`src/design/sbp_pkg.sv`:
```
// ----------------------------------------------------------------------------
// sbp_pkg
// Shared types and constants for the screen blend pixel pipeline.
// ----------------------------------------------------------------------------
package sbp_pkg;

   localparam int LANE_W    = 8;
   localparam int NUM_LANES = 4;
   localparam int PIXEL_W   = LANE_W * NUM_LANES;
   localparam int PROD_W    = 2 * LANE_W;
   localparam int CSR_IDX_W = 2;
   localparam int CSR_DATA_W = 8;

   localparam int ALPHA_LANE = NUM_LANES - 1;

   localparam logic [CSR_IDX_W-1:0] CSR_OPACITY         = 2'd0;
   localparam logic [CSR_IDX_W-1:0] CSR_USE_OPACITY     = 2'd1;
   localparam logic [CSR_IDX_W-1:0] CSR_HOLD_DEST_ALPHA = 2'd2;

   localparam logic [LANE_W-1:0] OPACITY_RESET = 8'hff;
   localparam logic [LANE_W-1:0] BYTE_MAX      = 8'hff;
   localparam logic [PROD_W-1:0] WORD_MAX      = 16'hffff;

   typedef struct packed {
      logic [PIXEL_W-1:0] dest_pixel;
      logic [PIXEL_W-1:0] src_pixel;
      logic               last_pixel;
   } req_payload_type;

   typedef struct packed {
      logic [PIXEL_W-1:0] result_pixel;
      logic               last_out;
   } rsp_payload_type;

   typedef struct packed {
      logic [LANE_W-1:0] opacity;
      logic              use_opacity;
      logic              hold_dest_alpha;
   } cfg_type;

   // After the factor stage: inverted destination and blend factor per lane.
   typedef struct packed {
      logic [NUM_LANES-1:0][LANE_W-1:0] inv_dest;
      logic [NUM_LANES-1:0][LANE_W-1:0] factor;
      logic [LANE_W-1:0]                dest_alpha;
      logic                             last;
   } factor_type;

   // After the product stage: full products per lane.
   typedef struct packed {
      logic [NUM_LANES-1:0][PROD_W-1:0] product;
      logic [LANE_W-1:0]                dest_alpha;
      logic                             last;
   } product_type;

endpackage

```
`src/design/sbp_factor_stage.sv`:
```
// ----------------------------------------------------------------------------
// sbp_factor_stage
// First pipeline stage: computes the per-lane source factor and the inverted
// destination bytes.
// ----------------------------------------------------------------------------
module sbp_factor_stage import sbp_pkg::*; (
   input  logic            clock,
   input  logic            reset,
   input  cfg_type         cfg,
   input  logic            up_valid,
   input  req_payload_type up_data,
   output logic            up_ready,
   output logic            dn_valid,
   output factor_type      dn_data,
   input  logic            dn_ready
);

   logic       valid_ff, valid_in;
   factor_type data_ff, data_in;

   always_comb begin
      logic [LANE_W-1:0] src_byte;
      logic [LANE_W-1:0] dest_byte;
      logic [PROD_W-1:0] scaled;
      logic [PROD_W-1:0] diff;
      data_in = '0;
      for (int i = 0; i < NUM_LANES; i++) begin
         src_byte  = up_data.src_pixel[i*LANE_W +: LANE_W];
         dest_byte = up_data.dest_pixel[i*LANE_W +: LANE_W];
         scaled    = src_byte * cfg.opacity;
         diff      = WORD_MAX - scaled;
         data_in.inv_dest[i] = BYTE_MAX - dest_byte;
         if (cfg.use_opacity) begin
            data_in.factor[i] = diff[PROD_W-1:LANE_W];
         end else begin
            data_in.factor[i] = BYTE_MAX - src_byte;
         end
      end
      data_in.dest_alpha = up_data.dest_pixel[ALPHA_LANE*LANE_W +: LANE_W];
      data_in.last       = up_data.last_pixel;
   end

   assign up_ready = !valid_ff || dn_ready;
   assign valid_in = up_ready ? up_valid : valid_ff;

   always_ff @(posedge clock) begin
      if (reset) begin
         valid_ff <= 1'b0;
      end else begin
         valid_ff <= valid_in;
      end
      if (up_ready && up_valid) begin
         data_ff <= data_in;
      end
   end

   assign dn_valid = valid_ff;
   assign dn_data  = data_ff;

endmodule

```
`src/design/sbp_product_stage.sv`:
```
// ----------------------------------------------------------------------------
// sbp_product_stage
// Second pipeline stage: multiplies inverted destination by the factor.
// ----------------------------------------------------------------------------
module sbp_product_stage import sbp_pkg::*; (
   input  logic        clock,
   input  logic        reset,
   input  logic        up_valid,
   input  factor_type  up_data,
   output logic        up_ready,
   output logic        dn_valid,
   output product_type dn_data,
   input  logic        dn_ready
);

   logic        valid_ff, valid_in;
   product_type data_ff, data_in;

   always_comb begin
      data_in = '0;
      for (int i = 0; i < NUM_LANES; i++) begin
         data_in.product[i] = up_data.inv_dest[i] * up_data.factor[i];
      end
      data_in.dest_alpha = up_data.dest_alpha;
      data_in.last       = up_data.last;
   end

   assign up_ready = !valid_ff || dn_ready;
   assign valid_in = up_ready ? up_valid : valid_ff;

   always_ff @(posedge clock) begin
      if (reset) begin
         valid_ff <= 1'b0;
      end else begin
         valid_ff <= valid_in;
      end
      if (up_ready && up_valid) begin
         data_ff <= data_in;
      end
   end

   assign dn_valid = valid_ff;
   assign dn_data  = data_ff;

endmodule

```
`src/design/sbp_result_stage.sv`:
```
// ----------------------------------------------------------------------------
// sbp_result_stage
// Last pipeline stage: forms the result bytes and holds the output register.
// ----------------------------------------------------------------------------
module sbp_result_stage import sbp_pkg::*; (
   input  logic            clock,
   input  logic            reset,
   input  cfg_type         cfg,
   input  logic            up_valid,
   input  product_type     up_data,
   output logic            up_ready,
   output logic            dn_valid,
   output rsp_payload_type dn_data,
   input  logic            dn_stall
);

   logic            valid_ff, valid_in;
   rsp_payload_type data_ff, data_in;

   always_comb begin
      logic [PROD_W-1:0] prod;
      data_in = '0;
      for (int i = 0; i < NUM_LANES; i++) begin
         prod = up_data.product[i];
         data_in.result_pixel[i*LANE_W +: LANE_W] = BYTE_MAX - prod[PROD_W-1:LANE_W];
      end
      // Hold-alpha mode passes the destination alpha byte through untouched.
      if (cfg.hold_dest_alpha) begin
         data_in.result_pixel[ALPHA_LANE*LANE_W +: LANE_W] = up_data.dest_alpha;
      end
      data_in.last_out = up_data.last;
   end

   assign up_ready = !valid_ff || !dn_stall;
   assign valid_in = up_ready ? up_valid : valid_ff;

   always_ff @(posedge clock) begin
      if (reset) begin
         valid_ff <= 1'b0;
      end else begin
         valid_ff <= valid_in;
      end
      if (up_ready && up_valid) begin
         data_ff <= data_in;
      end
   end

   assign dn_valid = valid_ff;
   assign dn_data  = data_ff;

endmodule

```
`src/design/screen_blend_pixel.sv`:
```
// A request passes through the factor, product and result registers before its
// response is offered on the response port.
// Throughput: one pixel per cycle; each of the three stages moves one pixel a
// clock, and a stall holds the stages that are full without losing data.
// Reset: synchronous and active high; it empties the pipeline and sets opacity
// to 255 with opacity mode and hold-alpha mode off.
// ----------------------------------------------------------------------------
// screen_blend_pixel
// Screen blend of one ARGB8888 destination and source pixel pair, pipelined
// as factor, product and result stages with a register write port.
// ----------------------------------------------------------------------------
module screen_blend_pixel import sbp_pkg::*; (
   input  logic                  clock,
   input  logic                  reset,
   input  logic                  csr_wen,
   input  logic [CSR_IDX_W-1:0]  csr_index,
   input  logic [CSR_DATA_W-1:0] csr_wdata,
   input  logic                  req_valid,
   output logic                  req_stall,
   input  req_payload_type       req_payload,
   output logic                  rsp_valid,
   input  logic                  rsp_stall,
   output rsp_payload_type       rsp_payload
);

   cfg_type     cfg_ff;
   cfg_type     cfg_in;
   logic        req_ready;
   logic        fac_valid, fac_ready;
   factor_type  fac_data;
   logic        prd_valid, prd_ready;
   product_type prd_data;

   always_comb begin
      cfg_in = cfg_ff;
      if (csr_wen) begin
         case (csr_index)
            CSR_OPACITY:         cfg_in.opacity         = csr_wdata;
            CSR_USE_OPACITY:     cfg_in.use_opacity     = csr_wdata[0];
            CSR_HOLD_DEST_ALPHA: cfg_in.hold_dest_alpha = csr_wdata[0];
            default:             cfg_in = cfg_ff;
         endcase
      end
   end

   always_ff @(posedge clock) begin
      if (reset) begin
         cfg_ff.opacity         <= OPACITY_RESET;
         cfg_ff.use_opacity     <= 1'b0;
         cfg_ff.hold_dest_alpha <= 1'b0;
      end else begin
         cfg_ff <= cfg_in;
      end
   end

   sbp_factor_stage u_factor (
      .clock    (clock),
      .reset    (reset),
      .cfg      (cfg_ff),
      .up_valid (req_valid),
      .up_data  (req_payload),
      .up_ready (req_ready),
      .dn_valid (fac_valid),
      .dn_data  (fac_data),
      .dn_ready (fac_ready)
   );

   sbp_product_stage u_product (
      .clock    (clock),
      .reset    (reset),
      .up_valid (fac_valid),
      .up_data  (fac_data),
      .up_ready (fac_ready),
      .dn_valid (prd_valid),
      .dn_data  (prd_data),
      .dn_ready (prd_ready)
   );

   sbp_result_stage u_result (
      .clock    (clock),
      .reset    (reset),
      .cfg      (cfg_ff),
      .up_valid (prd_valid),
      .up_data  (prd_data),
      .up_ready (prd_ready),
      .dn_valid (rsp_valid),
      .dn_data  (rsp_payload),
      .dn_stall (rsp_stall)
   );

   assign req_stall = !req_ready;

endmodule

```
`config.mk`:
```
export PLATFORM = sky130hd
export DESIGN_NAME = screen_blend_pixel
export DESIGN_NICKNAME = d
export VERILOG_FILES = /design/src/design/sbp_pkg.sv /design/src/design/sbp_factor_stage.sv /design/src/design/sbp_product_stage.sv /design/src/design/sbp_result_stage.sv /design/src/design/screen_blend_pixel.sv
export SDC_FILE = /design/constraint.sdc
export NUM_CORES = 1
export LEC_CHECK = 0
export BUFFER_PORTS_ARGS = -buffer_cell sky130_fd_sc_hd__buf_2
export CORE_MARGIN = 2
export CORE_UTILIZATION = 40
export DETAILED_ROUTE_END_ITERATION = 8
export PLACE_DENSITY = 0.61
export SYNTH_ARGS = -nofsm -noshare
export SYNTH_HDL_FRONTEND = slang
export SYNTH_SLANG_ARGS = --single-unit
```
`constraint.sdc`:
```
create_clock -name clock -period 6.4 [get_ports clock]
set_input_delay 0.32 -clock clock [delete_from_list [all_inputs] [get_ports clock]]
set_output_delay 0.32 -clock clock [all_outputs]
set_load 0.02 [all_outputs]
```
# Word-level counts from Yosys, hierarchy flattened
# Cells that the tools add are included.
# classes
n_eq_ne	2
n_addsub	16
n_mux	5
mul	8
n_reduce_logical	15
# ops
op	n
$mul A8 B8 Y16	8
$sub A8 B8 Y8 const A	12
$sub A16 B16 Y16 const A	4
$mux W8	5
$reduce_and A2 Y1	3
$logic_not A1 Y1	5
$logic_and A1 B1 Y1	3
$logic_or A1 B1 Y1	3
$eq A2 B1 Y1 const B	1
$eq A2 B2 Y1 const B	1
$logic_not A2 Y1	1
# totals
register_bits	192
output_inout_bits	35
inputBits	80
elab_cells	70

# Longest topological paths before layout
# Gate-level depths: netlist of run 1.
# logic_depth
word_depth	5
depth_mapped	18
depth_no_buf	16

# Hierarchy
# Synthesis of run 1 repeated with hierarchy kept, for this count alone.
# hier_totals
hier_cells	2401
area_unflattened_um2	23394.9
# modules_own_cells
mod	area_each_um2	instances	seq_area_each_um2	cells_each
sbp_factor_stage	10885.4	1	2212.1	1189
sbp_product_stage	10871.7	1	2212.1	1087
sbp_result_stage	1201.2	1	1011.0	79
screen_blend_pixel	436.7	1	200.2	46

# Worst setup path after synthesis of run 1
# No wires, ideal clock.
# synth_timing
path_type	flip-flop to flip-flop
start	register cfg_ff[4] in the netlist's numbering
end	register u_factor.data_ff (netlist bit u_factor.dn_data[13]), data pin
n_path_buf	1
required_ns	6.134
setup_time_ns	0.266
t_arrival_ns	4.496
setup_slack_ns	1.638
synth_period_minus_slack_ns	4.762
stages_incl_launch_ff	16
cell_sequence	dfxtp_1 -> clkbuf_1 -> nand2_1 -> fa_1 -> fa_1 -> fa_1 -> inv_1 -> fa_1 -> inv_1 -> ha_1 -> a21oi_1 -> and2_0 -> or4b_1 -> a21o_1 -> a2111oi_2 -> nor3b_1
# synth_lines
element	line	rtl
from (decl)	screen_blend_pixel.sv:26	cfg_type cfg_ff;
from (signal assigned)	screen_blend_pixel.sv:52	cfg_ff <= cfg_in;
to (signal assigned)	sbp_factor_stage.sv:53	data_ff <= data_in;
to (decl)	sbp_factor_stage.sv:19	factor_type data_ff, data_in;

==> results of run 1 <==
## power groups by stage
stage               combinational (mW)  clock [mW]  sequential (mW)
floorplan                         5.01           0             1.60
global placement                  6.11           0             1.64
detailed placement                6.29           0             1.65
CTS                               6.36        1.04             1.62
global route                      7.38        1.07             1.64
finish                            6.31        1.00             1.62
## sequential cells by signal (all words and copies together) (netlist names)
name / flops
cfg_ff: 10
u_factor.dn_valid: 1
u_product.dn_data: 41
u_product.dn_valid: 1
u_factor.dn_data: 73
u_result.dn_valid: 1
u_result.dn_data: 33
## metrics by stage
stage | area, um2 | hold slack, ns
after CTS | 23100 | 0.00579
after global placement | 22400 | 0.401
final | 23100 | 0.0521
after global routing | 23100 | 0.0206
after floorplan | 21100 | 0.400
after detailed placement | 22400 | 0.405
## worst max-delay path, stage by stage, from the launching register on
cell and delay, ns:
dfxtp_1 0.73, buf_4 0.30, nand2_1 0.09, fa_1 0.52
fa_1 0.50, fa_1 0.49, inv_1 0.05, fa_1 0.47
inv_1 0.04, ha_1 0.32, a21oi_1 0.25, o211ai_1 0.15
o41ai_1 0.36, o21ai_0 0.26, a211o_1 0.34, a31o_2 0.24
## kinds of logic (layout without fill, tap and decap cells)
family          count (synthesis)  in the layout  synth area share
compound gates                204            204            0.0650
xor+xnor                       43             43            0.0178
fa+ha+maj                     544            544             0.421
buf+inv                       540            647            0.0964
flops                         160            160             0.221
mux                             5              5           0.00237
other cells                     0              5                 0
simple gates                  690            690             0.176
## placed cells by master, fill, tap and decap left out, types with 8 or more instances in the layout
cell type  count
a211oi_1      13
buf_4         12
nor2b_1       14
and2_1       345
dfxtp_1       12
ha_1         268
and3_1        10
nand2_1      190
o21ai_0       40
nand4_1       10
a21o_1        16
nor3_1        10
inv_1        481
clkbuf_16     17
nand2b_1      10
a21oi_1       48
xnor2_1       30
edfxtp_1     147
a31o_2         8
xor2_1        13
nor2_1        45
fa_1         276
buf_2        114
nand3_1       26
a211o_1       10
## per-layer routing
metal,vias up,track usage,share of wire
met4,12,0.0542,0.017
met3,59,0.0356,0.047
met1,7123,0.236,0.47
met2,308,0.284,0.46
li1,7101,-,-
met5,-,0,0.0019
## worst max path at each step
stage | startpoint | endpoint | slack, ns | depth (start not counted)
6_report | cfg_ff[4] | u_factor.dn_data[31] | 1.02 | 15
5_1_grt | cfg_ff[4] | u_factor.dn_data[31] | 0.72 | 15
4_1_cts | cfg_ff[4] | u_factor.dn_data[31] | 1.05 | 15
3_5_place_dp | cfg_ff[4] | u_factor.dn_data[31] | 1.07 | 15
3_3_place_gp | cfg_ff[4] | u_factor.dn_data[31] | 1.24 | 15
2_1_floorplan | cfg_ff[4] | u_factor.dn_data[13] | 1.64 | 15
## cell type report
cell class / count / area (um2)
Clock inverter: 14 / 139
Antenna cell: 5 / 12.5
Fill cell: 5037 / 29300
Multi-Input combinational cell: 1486 / 14400
Inverter: 482 / 1810
Timing Repair Buffer: 133 / 731
Sequential cell: 160 / 4680
Tap cell: 688 / 861
Clock buffer: 18 / 429
## synthesized netlist by cell type (13+ instances only)
| cell | instances | share of area |
|---|---|---|
| nor2b_1 | 16 | 0.0047 |
| a21o_1 | 16 | 0.0057 |
| xnor2_1 | 30 | 0.012 |
| edfxtp_1 | 147 | 0.21 |
| inv_1 | 481 | 0.086 |
| xor2_1 | 13 | 0.0054 |
| o21ai_0 | 40 | 0.0095 |
| dfxtp_1 | 13 | 0.012 |
| and2_1 | 345 | 0.10 |
| clkbuf_1 | 51 | 0.0091 |
| nand3_1 | 26 | 0.0062 |
| a21oi_1 | 48 | 0.011 |
| nand2_1 | 190 | 0.034 |
| nor2_1 | 45 | 0.0080 |
| a211oi_1 | 13 | 0.0046 |
| ha_1 | 268 | 0.16 |
| fa_1 | 276 | 0.26 |
==> impl_metrics.py, run 1 <==
metrics = {
    "status": {
        "status": "finished clean",
    },
    "final_layout": {
        "final_nets": 2904,
        "drive_gt1_frac": 0.0763,
        "final_core_util": 0.441,
        "syn_to_final_growth_pct": 9.38,
        "instances_no_fill": 2986,
    },
    "critical_path": {
        "crit_arrival_ns": 5.60,
        "end_kind": "flop",
        "r2r_slack_ns": 1.02,
        "reg2reg_depth": 15,
        "reg2reg_from": "cfg_ff[4]",
        "crit_required_ns": 6.62,
        "critPathKind": "flop to flop",
        "cp_max_fo": 20,
        "startpoint_type": "flop",
        "worstReg2RegEnd": "u_factor.dn_data[31]",
    },
    "grt": {
        "grt_overflow": 0,
        "grt_start_max_net_pins": 51,
        "grt_pass1_vias": 15281,
        "grt_pass1_wl_um": 75900,
        "antenna_found_initial": 12,
        "grt_usage": 0.175,
    },
    "sta": {
        "worstMarginPinSlew_ns": 1.06,
        "setup_tns_ns": 0,
        "max_slew_margin": 0.290,
        "clock_skew_ns": 0.0130,
        "finalSetupViolations": 0,
        "hold_viol_final": 0,
        "rsz0062_at_grt": "false",
        "setup_ws_ns": 1.02,
        "fmax_mhz": 186,
        "min_period_over_period": 0.840,
        "drv_slew": 0,
        "period_needed_ns": 5.38,
    },
    "synth": {
        "synthFlopType": "edfxtp_1",
        "yosysSeqAreaShare": 0.221,
        "synth.avg_cell_area_um2": 9.65,
        "ys_seq_elements": 160,
        "ys_types": 61,
        "synth-async-reset-ratio": 0,
        "synth-edff-count": 147,
        "synthesis.nets": 2810,
        "synth_cells": 2186,
        "syn_area_mm2": 0.0211,
        "yosysWarnings": 0,
    },
    "route": {
        "vias_per_cell": 4.89,
        "drt_wl_total_um": 45000,
        "drt_iter0_drc": 635,
        "drc": 0,
        "vias": 14603,
        "firstDrtPassIters": 5,
        "antenna_left": 0,
        "routedWlPerCell_um": 15.1,
    },
    "clocking": {
        "htreeDepth": 4,
        "clk_transition_reported_paths_ns": 0.08,
        "cts_tree": "done",
        "hold_buffers": 7,
        "cts_made_buffers": 17,
        "post_cts_resized": 0,
        "postCtsSetupBuffers": 0,
        "cts-root-buf": "clkbuf_16",
        "clk_latency_ns": 0.48,
        "clock_sinks": 160,
        "clk_path_buf_depth": 2,
    },
    "min_path": {
        "hold_class": "input port to flop",
        "worstHoldStart": "req_payload[64]",
        "min_delay_worst_endpoint": "u_factor.dn_data[8]",
        "hold_depth": 1,
    },
    "placed_design": {
        "io_buffers": 114,
        "dp_cells": 2942,
        "gp_congestion": 0.869,
        "hpwl_um": 36200,
        "pre_cts_ws_ns": 1.07,
    },
    "power": {
        "p_seq_frac": 0.181,
        "sw_frac_of_total": 0.465,
        "combPwrFrac": 0.707,
        "power_density_mw_per_mm2": 387,
        "p_leak_nw": 11.3,
        "ir_drop_v": 0.000229,
        "p_clk_frac": 0.112,
        "switchingPower_mw": 4.16,
        "p_int_mw": 4.78,
        "total_power_mw": 8.93,
    },
    "floorplan": {
        "initial_core_util": 0.403,
        "std_cell_rows": 84,
        "chipWidth_um": 234,
        "core_mm2": 0.0523,
        "die_y_um": 234,
        "pin_count": 115,
        "die_area_mm2": 0.0546,
    },
    "run": {
        "drv_cap": 0,
    },
}
No activity file was read; power rests on OpenSTA's default activity.
==> run 2, diff against run 1 <==
- clock period: 6.4 -> 5.3 ns (I/O delays scaled with it)
==> run 2 against run 1 <==
  * Utilization grew 0.66 points
  * Die area did not move
  * Largest power group unchanged
  * Largest cell class unchanged
  * Sequential power rose by 20%
  * Critical endpoint is now u_factor.dn_data[13]
  * Clock power grew 23%
==> impl_metrics.py, run 2 (synthesis gave the netlist of run 1 again) <==
metrics = {
    "sta": {
        "worstMarginPinSlew_ns": 1.05,
        "drv_slew": 0,
        "clock_skew_ns": 0.0153,
        "setup_tns_ns": 0,
        "finalSetupViolations": 0,
        "period_needed_ns": 5.05,
        "rsz0062_at_grt": "false",
        "fmax_mhz": 198,
        "hold_viol_final": 0,
        "max_slew_margin": 0.294,
        "min_period_over_period": 0.953,
    },
    "power": {
        "combPwrFrac": 0.707,
        "switchingPower_mw": 5.01,
        "total_power_mw": 10.8,
        "sw_frac_of_total": 0.462,
        "ir_drop_v": 0.000268,
        "power_density_mw_per_mm2": 463,
        "p_seq_frac": 0.180,
        "p_clk_frac": 0.113,
        "p_int_mw": 5.83,
        "p_leak_nw": 11.4,
    },
    "run": {
        "drv_cap": 0,
    },
    "floorplan": {
        "pin_count": 115,
        "core_mm2": 0.0523,
        "std_cell_rows": 84,
        "die_y_um": 234,
        "chipWidth_um": 234,
        "die_area_mm2": 0.0546,
        "initial_core_util": 0.403,
    },
    "final_layout": {
        "largest_register_ffs": 73,
        "drive_gt1_frac": 0.0803,
        "layout_commonest_cell": "inv_1",
        "final_nets": 2939,
        "most-common-layout-cells": "inv_1, and2_1, fa_1",
        "syn_to_final_growth_pct": 11.0,
    },
    "clocking": {
        "htreeDepth": 4,
        "postCtsSetupBuffers": 0,
        "cts_made_buffers": 17,
        "clock_sinks": 160,
        "clk_latency_ns": 0.48,
        "clk_transition_reported_paths_ns": 0.08,
        "cts_tree": "done",
        "clk_path_buf_depth": 2,
        "cts-root-buf": "clkbuf_16",
    },
    "route": {
        "drt_iter0_drc": 672,
        "drt_wl_total_um": 44800,
        "drc": 0,
        "firstDrtPassIters": 4,
        "antenna_left": 0,
        "vias_per_cell": 4.85,
        "vias": 14639,
        "routedWlPerCell_um": 14.9,
    },
    "critical_path": {
        "end_kind": "flop",
        "cp_max_fo": 16,
        "startpoint_type": "flop",
        "crit_arrival_ns": 5.27,
        "crit_required_ns": 5.51,
        "reg2reg_depth": 14,
        "critPathKind": "flop to flop",
    },
    "placed_design": {
        "hpwl_um": 36100,
        "io_buffers": 114,
        "gp_congestion": 0.869,
    },
    "status": {
        "status": "finished clean",
    },
    "grt": {
        "grt_usage": 0.177,
        "antenna_found_initial": 12,
        "grt_pass1_vias": 15442,
        "grt_start_max_net_pins": 51,
        "grt_pass1_wl_um": 76500,
        "grt_overflow": 0,
    },
    "min_path": {
        "hold_class": "input port to flop",
        "hold_depth": 2,
    },
}
-- run 2: layout make-up --
cell class / count / area (um2)
Antenna cell: 4 / 10.0
Clock buffer: 18 / 429
Clock inverter: 14 / 146
Fill cell: 4981 / 28900
Inverter: 482 / 1810
Multi-Input combinational cell: 1486 / 14400
Sequential cell: 160 / 4680
Tap cell: 688 / 861
Timing Repair Buffer: 168 / 1060
-- run 2: metal layers --
layer | vias to the layer above | GRT usage | part of all wire
met5 | - | 0 | 0.0016
met4 | 14 | 0.0538 | 0.018
met3 | 66 | 0.0413 | 0.057
met2 | 290 | 0.283 | 0.46
met1 | 7102 | 0.238 | 0.47
li1 | 7167 | - | -
-- run 2: path summary, 6_finish.rpt --
check / startpoint / end / slack, ns
setup / recovery: cfg_ff[6] / u_factor.dn_data[13] / 0.25
hold / removal: csr_wdata[2] / cfg_ff[4] / 0.04
hold reg to reg: u_factor.dn_data[6] / u_product.dn_data[6] / 0.42
setup reg to reg: cfg_ff[6] / u_factor.dn_data[13] / 0.25
-- run 2: repair_timing --
item,in CTS,in global routing
hold endpoints to repair,39,0
endpoints found under the setup margin,0,13
gates resized for setup,0,4
hold buffers,34,0
-- run 2: per-stage QoR --
step	setup WS (ns)	std cells	utilization	hold slack, ns	instance area [um2]
after floorplan	0.538	2186	-	0.359	21100
final	0.247	3020	0.448	0.0423	23400
after global placement	0.309	2950	0.430	0.400	22500
after detailed placement	0.178	2950	0.430	0.405	22500
after global routing	0.00445	3019	0.448	0.00800	23400
after CTS	0.129	3016	0.447	0.000643	23400
-- run 2: power groups by stage --
| stage | sequential, mW | combinational (mW) | clock, mW |
|---|---|---|---|
| after global placement | 1.97 | 7.38 | 0 |
| after global routing | 1.97 | 8.99 | 1.32 |
| after CTS | 1.95 | 7.71 | 1.28 |
| after floorplan | 1.93 | 6.05 | 0 |
| final | 1.95 | 7.67 | 1.23 |
| after detailed placement | 1.98 | 7.61 | 0 |
-- run 2: worst max-delay path: stages (launching register included) --
cell and delay [ns]:
dfxtp_1 0.66, nand2_1 0.13, fa_1 0.48, fa_1 0.51, fa_1 0.50, inv_1 0.05
fa_1 0.47, inv_1 0.04, ha_1 0.30, a21oi_1 0.28, and2_0 0.19, or4b_1 0.46
a21o_1 0.25, a2111oi_2 0.37, nor3b_1 0.10
